**config.mk**
```make
export PLATFORM = sky130hd
export DESIGN_NAME = mhpq_ram
export DESIGN_NICKNAME = d
export VERILOG_FILES = /design/src/hw/rtl/mhpq_ram.sv
export SDC_FILE = /design/constraint.sdc
export NUM_CORES = 1
export LEC_CHECK = 0
export BUFFER_PORTS_ARGS = -buffer_cell sky130_fd_sc_hd__buf_4
export CORE_MARGIN = 5
export CORE_UTILIZATION = 60
export DETAILED_ROUTE_END_ITERATION = 10
export PLACE_DENSITY_LB_ADDON = 0.3
export SLEW_MARGIN = 25
export SYNTH_ARGS = -nofsm -noshare
export SYNTH_HDL_FRONTEND = slang
export SYNTH_SLANG_ARGS = --single-unit
```
**constraint.sdc**
```tcl
create_clock -name aclk -period 2.8 [get_ports aclk]
set_input_delay 0.7 -clock aclk [delete_from_list [all_inputs] [get_ports aclk]]
set_output_delay 0.7 -clock aclk [all_outputs]
set_load 0.03 [all_outputs]
```
**src/hw/rtl/mhpq_ram.sv**
```systemverilog
// Generic single-port-write, dual-port-read RAM with registered read data.
module mhpq_ram #(
    parameter int WIDTH = 8,
    parameter int DEPTH = 16
) (
    input  logic                     aclk,
    input  logic                     we,
    input  logic [$clog2(DEPTH)-1:0] waddr,
    input  logic [WIDTH-1:0]         wdata,
    input  logic [$clog2(DEPTH)-1:0] raddr_a,
    output logic [WIDTH-1:0]         rdata_a,
    input  logic [$clog2(DEPTH)-1:0] raddr_b,
    output logic [WIDTH-1:0]         rdata_b
);

    logic [WIDTH-1:0] mem [DEPTH];

    always_ff @(posedge aclk) begin
        if (we) begin
            mem[waddr] <= wdata;
        end
        rdata_a <= mem[raddr_a];
        rdata_b <= mem[raddr_b];
    end

endmodule

```
==> results of run 1 <==
final cells by class:
| type | instances | area, um^2 |
|---|---|---|
| clock buffer | 19 | 421.7 |
| clock inverter | 13 | 168.9 |
| fill | 612 | 2919 |
| multi-input combinational | 143 | 2009 |
| sequential | 144 | 4164 |
| tap | 136 | 170.2 |
| timing repair buffer | 61 | 470.5 |
worst reg2reg max path, delay by kind of cell (launching register included):
kind	cells	cell delay [ns]
multiplexers	1	0.64
flip-flops	1	0.43
AO/OA/AOI/OAI	1	0.22
AND/OR/NAND/NOR	1	0.07
through the flow:
| step | cell area (um^2) | total power, mW |
|---|---|---|
| final | 7405 | 5.138 |
| after global placement | 6814 | 2.893 |
| after global routing | 7405 | 5.315 |
| after CTS | 7405 | 5.165 |
| after floorplan | 6346 | 2.739 |
| after detailed placement | 6814 | 2.904 |
power by group:
part,switching [mW],total (mW),internal (mW)
combinational,0.240,0.431,0.190
sequential,0.0268,2.43,2.40
clock,0.842,2.28,1.43
total,1.11,5.14,4.03
layout by cell type (no fill, tap or decap), types with 4 or more instances in the layout:
cell,Yosys,final
buf_4,2,60
mux4_2,34,34
nor2_1,14,14
mux4_1,28,28
clkinv_2,0,5
nand2_1,17,17
dfxtp_1,16,16
a22oi_1,32,32
clkbuf_16,0,16
nor3_1,4,4
bufinv_16,0,4
edfxtp_1,128,128
how the worst max path moves through the flow:
stage,end,depth (start not counted)
3_3_place_gp,rdata_a[7]$_DFF_P_,5
5_1_grt,rdata_a[2]$_DFF_P_,5
2_1_floorplan,mem[0][0]$_DFFE_PP_,2
6_report,rdata_a[7]$_DFF_P_,5
3_5_place_dp,rdata_a[7]$_DFF_P_,5
4_1_cts,rdata_a[0],1
cells by family after synthesis:
family | Yosys count | share of synthesized area, %
DFF | 144 | 65.62
muxes | 64 | 24.45
and+or+nand+nor | 47 | 3.430
AOI/OAI and AO/OA | 32 | 3.785
buffers and inverters | 20 | 2.721
sequential cells by signal, indices dropped and copies added (netlist names):
name	count
mem	128
rdata_a	8
rdata_b	8
per-layer routing:
metal	vias to the layer above	routed length (um)	global-route usage, %
li1	1462	-	-
met1	1841	5843	34.86
met2	194	7672	40.80
met3	26	1266	6.203
met4	0	296	8.173
met5	-	0	0
==> flow_summary_export.csv, run 1 <==
group,metric,value,unit
setup_path,cp.required,3.21,ns
synth,avgSynthCellArea,20.67,um^2
placement,gp_congestion,0.8453,
setup_path,r2r_slack,1.31,ns
synth,yosys.area.top_type,"edfxtp_1",
sta,setup_tns,0,ns
synth,synth_area_leaders,"edfxtp_1, mux4_2, mux4_1",
synth,synth_flop_cell,"edfxtp_1",
floorplanning,fp.dieArea,12730,um^2
pwr,leakagePower,2.601,nW
clock_tree,postCtsSetupRepairBufs,0,
layout,antenna_cells,0,
layout,fin_cells,516,
synth,synth_most_common_cell,"edfxtp_1",
setup_path,cp_common_cell,"buf_4",
setup_path,reg2regPathDepth,3,
synth,synth_edf_count,128,
run,cap_violations,0,
layout,syn_to_final_growth,16.68,%
placement,dp_slack,0.4842,ns
routing,vias,3523,
synth,synthTopCellsByCount,"edfxtp_1, mux4_2, a22oi_1",
synth,synth_seq_cells,144,
floorplanning,core-area,10320,um^2
routing,vias_per_cell,6.828,
setup_path,crit_type,"in2reg",
global_route,grt_max_degree,33,
sta,post-route-period-util,62.85,%
floorplanning,io_pins,38,
synth,synth_cells,307,
clock_tree,root_buffer,"clkbuf_8",
setup_path,path_max_fanout,17,
routing,drc_errors,0,
clock_tree,clkLatencyLatePin,0.53,ns
setup_path,path_cells,"buf_4 > buf_4 > mux4_1 > a22oi_1 > nand2_1",
worst_hold_path,min-delay-start,"wdata[4]",
worst_hold_path,hold_depth,1,
routing,finalWirelength,15.08,mm
pwr,powerDensity,693.8,nW/um^2
synth,yosysTopAreaCellShare,60.57,%
global_route,grt_pass1_vias,3706,
global_route,grtUsageTotal,25.38,%
setup_path,worstSetupEndpointType,"flip-flop",
synth,syn_nets,329,
setup_path,cpPeakStageDelay,0.57,ns
sta,relSlewSlack,65.69,%
global_route,grt_antenna_before_repair,0,
sta,hold_violations,0,
global_route,grt_pass1_wl,23.02,mm
setup_path,worstSetupStartpoint,"raddr_a[0]",
sta,fin_skew,0.01014,ns
pwr,ir_drop,0.0004357,V
layout,drive_above_1_share,33.16,%
synth,yosysWarnings,0,
setup_path,path_delay_family,"buffers and inverters",
sta,fmax,568.3,MHz
clock_tree,clock_path_buffers,2,
sta,fin_ws,1.040,ns
routing,antenna_left,0,
global_route,grt.overflow.total,0,
synth,syn-cell-area,6346,um^2
floorplanning,initial_core_util,61.47,%
placement,port_buffers,37,
floorplanning,die_w,112.8,um
clock_tree,cts-resized-gates,0,
clock_tree,cts_max_level,4,
setup_path,slowest_stage,"mux4_1",
sta,maxSlewViolCount,0,
setup_path,r2r_start,"mem[3][7]$_DFFE_PP_",
setup_path,regToRegEndpoint,"rdata_b[7]$_DFF_P_",
clock_tree,clkSinkCount,144,
synth,synthDistinctLibCells,20,
worst_hold_path,holdPathEnd,"mem[0][4]$_DFFE_PP_",
clock_tree,hold_buffers,0,
sta,tightest_slew,0.5127,ns
setup_path,cp-start-kind,"input port",
placement,dp.cells,484,
status,outcome,"finished clean",
floorplanning,rows,37,
worst_hold_path,holdCritPathClass,"in2reg",
clock_tree,cts_made_buffers,17,
synth,postSynth.asyncResetShare,0,%
layout,fin_nets,389,
routing,dr.first_iter.drc_count,373,
setup_path,cp_data_arrival_time,2.17,ns
sta,rsz0062_at_grt,"false",
placement,hpwl,9.154,mm
synth,ys_seq_area_share,65.62,%
clock_tree,cts_tree,"yes",
sta,finalSetupViolCount,0,
sta,period_needed,1.760,ns
setup_path,critPathBufInv,2,
layout,utilization,71.72,%
routing,wl_per_cell,29.22,um
clock_tree,clk_pin_slew,0.06,ns
sta,hold-worst-slack,0.4647,ns
floorplanning,dieHeight,112.8,um
routing,dr.pass1.iters,5,
No activity file was read; power rests on OpenSTA's default activity.
==> run 2, diff against run 1 <==
- ABC_AREA: not set -> 1
- CORE_UTILIZATION: 60 -> 55
- clock period: 2.8 -> 1.4 ns (I/O delays scaled with it)
==> run 2 against run 1 <==
  * Combinational power rose to 2.8 times the previous value
  * Wire length grew 38%
  * Cell count grew 110%
  * Area after synthesis is 14% higher
  * First-iteration DRC count grew to 2.6 times the previous value
  * Setup slack got worse by 0.98 ns
  * Clock power is 99% higher
  * Die area is 22% higher
  * Worst hold slack worse by 0.20 ns
  * Register-to-register slack got worse by 1.0 ns
  * Global-route usage increased by 2.1 points
  * Critical endpoint is now rdata_b[5]
  * Largest power group unchanged
==> flow_summary_export.csv, run 2 <==
group,metric,value,unit
status,outcome,"finished clean",
clock_tree,root_buffer,"clkbuf_16",
routing,dr.pass1.iters,6,
sta,relSlewSlack,73.25,%
synth,yosysWarnings,0,
synth,synth_seq_cells,144,
layout,utilization,64.75,%
clock_tree,cts_tree,"yes",
clock_tree,clk_pin_slew,0.06,ns
clock_tree,clkSinkCount,144,
sta,period_needed,1.344,ns
routing,antenna_left,0,
clock_tree,clock_path_buffers,2,
sta,post-route-period-util,95.97,%
global_route,grt.overflow.total,0,
setup_path,worst-path-stages,1,
routing,wl_per_cell,19.04,um
layout,reg_top3,"mem (128), rdata_a (8), rdata_b (8)",
sta,tightest_slew,0.4007,ns
global_route,top_usage_layer,"met2",
routing,finalWirelength,20.75,mm
setup_path,cp_data_arrival_time,0.99,ns
clock_tree,hold_buffers,0,
layout,multi_input_area,2245,um^2
synth,syn_nets,873,
floorplanning,io_pins,38,
placement,hpwl,13.14,mm
pwr,powerDensity,1249,nW/um^2
clock_tree,cts_made_buffers,17,
placement,port_buffers,37,
synth,synthTopCellsByCount,"nand2_1, nand3_1, inv_1",
synth,synth_cells,851,
synth,synth_flop_cell,"edfxtp_1",
setup_path,path_max_fanout,1,
global_route,grt_pass1_vias,6053,
clock_tree,cts_max_level,4,
synth,synthDistinctLibCells,13,
setup_path,cp-start-kind,"flip-flop",
setup_path,slowest_stage,"dfxtp_1",
placement,dp_slack,-0.01149,ns
sta,fin_ws,0.05636,ns
setup_path,path_cells,"buf_4",
clock_tree,clkLatencyLatePin,0.43,ns
setup_path,critPathBufInv,1,
setup_path,crit_type,"reg2out",
global_route,grtUsageTotal,27.48,%
sta,hold_violations,0,
floorplanning,initial_core_util,55.48,%
global_route,grt_max_degree,48,
synth,syn-cell-area,7259,um^2
routing,vias,6266,
sta,fin_skew,0.007754,ns
synth,ys_seq_area_share,57.36,%
synth,synth_area_leaders,"edfxtp_1, nand3_1, nand2_1",
setup_path,cp.required,1.05,ns
synth,yosysTopAreaCellShare,52.95,%
setup_path,worstSetupEndpointType,"primary output",
pwr,leakagePower,3.869,nW
floorplanning,die_w,124.9,um
floorplanning,core-area,13090,um^2
synth,yosys.area.top_type,"edfxtp_1",
worst_hold_path,hold_depth,1,
setup_path,reg2regPathDepth,6,
layout,final_common_cell,"nand2_1",
sta,fmax,744.2,MHz
routing,drc_errors,0,
routing,dr.first_iter.drc_count,952,
setup_path,path_delay_family,"flip-flops",
setup_path,cpPeakStageDelay,0.38,ns
layout,register_area,4165,um^2
layout,top_register,"mem",
synth,avgSynthCellArea,8.531,um^2
sta,maxSlewViolCount,0,
floorplanning,fp.dieArea,15600,um^2
floorplanning,rows,42,
sta,finalSetupViolCount,0,
synth,postSynth.asyncResetShare,0,%
clock_tree,postCtsSetupRepairBufs,0,
layout,syn_to_final_growth,16.72,%
synth,synth_most_common_cell,"nand2_1",
run,cap_violations,0,
layout,fillCellCount,1090,
worst_hold_path,holdCritPathClass,"in2reg",
placement,gp_congestion,0.9217,
pwr,ir_drop,0.0008179,V
global_route,grtUsageMet2,42.84,%
floorplanning,dieHeight,124.9,um
sta,rsz0062_at_grt,"false",
routing,vias_per_cell,5.749,
layout,fin_nets,923,
layout,largest_reg_flops,128,
layout,antenna_cells,0,
global_route,use_met1,34.66,%
layout,layout_common_cells,"nand2_1, nand3_1, inv_1",
global_route,use_met3,9.005,%
global_route,grt_antenna_before_repair,0,
layout,drive_above_1_share,12.58,%
global_route,grt_pass1_wl,32.55,mm
synth,synth_edf_count,128,
clock_tree,cts-resized-gates,0,
## run 2: cell count changes in the layout (fill, tap and decap cells not counted), sizes merged, moves of 3 or more
cell / change
inv: +138
nor2: +3
nor3: -4
nand3: +224
buf: +18
nand2: +260
clkbuf: +3
clkinv: -4
clkinvlp: +3
mux4: -64
a22oi: -32
## run 2: path summary, 6_finish.rpt
| path | slack, ns | endpoint | startpoint |
|---|---|---|---|
| worst min register to register | 0.70 | rdata_a[6]$_DFF_P_ | mem[10][6]$_DFFE_PP_ |
| worst max-delay path | 0.06 | rdata_b[5] | rdata_b[5]$_DFF_P_ |
| worst min-delay path | 0.27 | mem[0][1]$_DFFE_PP_ | wdata[1] |
| worst max register to register | 0.28 | rdata_b[0]$_DFF_P_ | mem[2][0]$_DFFE_PP_ |
## run 2: metrics by stage
step	instance area [um^2]	TNS (ns)	std cells	power [mW]	hold slack, ns
2_1_floorplan	7259	0	851	5.638	0.4489
3_3_place_gp	7878	-0.1375	1058	6.102	0.6520
3_5_place_dp	7878	-0.09042	1058	6.113	0.6726
4_1_cts	8472	0	1090	10.57	0.2562
5_1_grt	8473	0	1090	10.91	0.2540
6_report	8473	0	1090	10.58	0.2690
## run 2: layer usage
layer  vias up  wire length, um
met5         -                0
met4         0              954
met3        84             2543
met2       460             9545
met1      2882             7709
li1       2840                -
## run 2: cell families after synthesis
kind of cell | count (synthesis) | synth area share [%]
buffers and inverters | 186 | 11.72
flip-flops | 144 | 57.36
AND/OR/NAND/NOR | 521 | 30.92
## run 2: report_power, final
part	internal [mW]	switching, mW	total [mW]
registers	4.81	0.0420	4.85
logic	0.402	0.803	1.21
clock network	2.79	1.73	4.53
## run 2: cell type report
class / count / share of cell area [%]
tap: 176 / 2.599
clock buffer: 22 / 5.715
clock inverter: 10 / 1.299
multi-input combinational: 521 / 26.49
sequential: 144 / 49.16
timing repair buffer: 79 / 8.624
inverter: 138 / 6.113
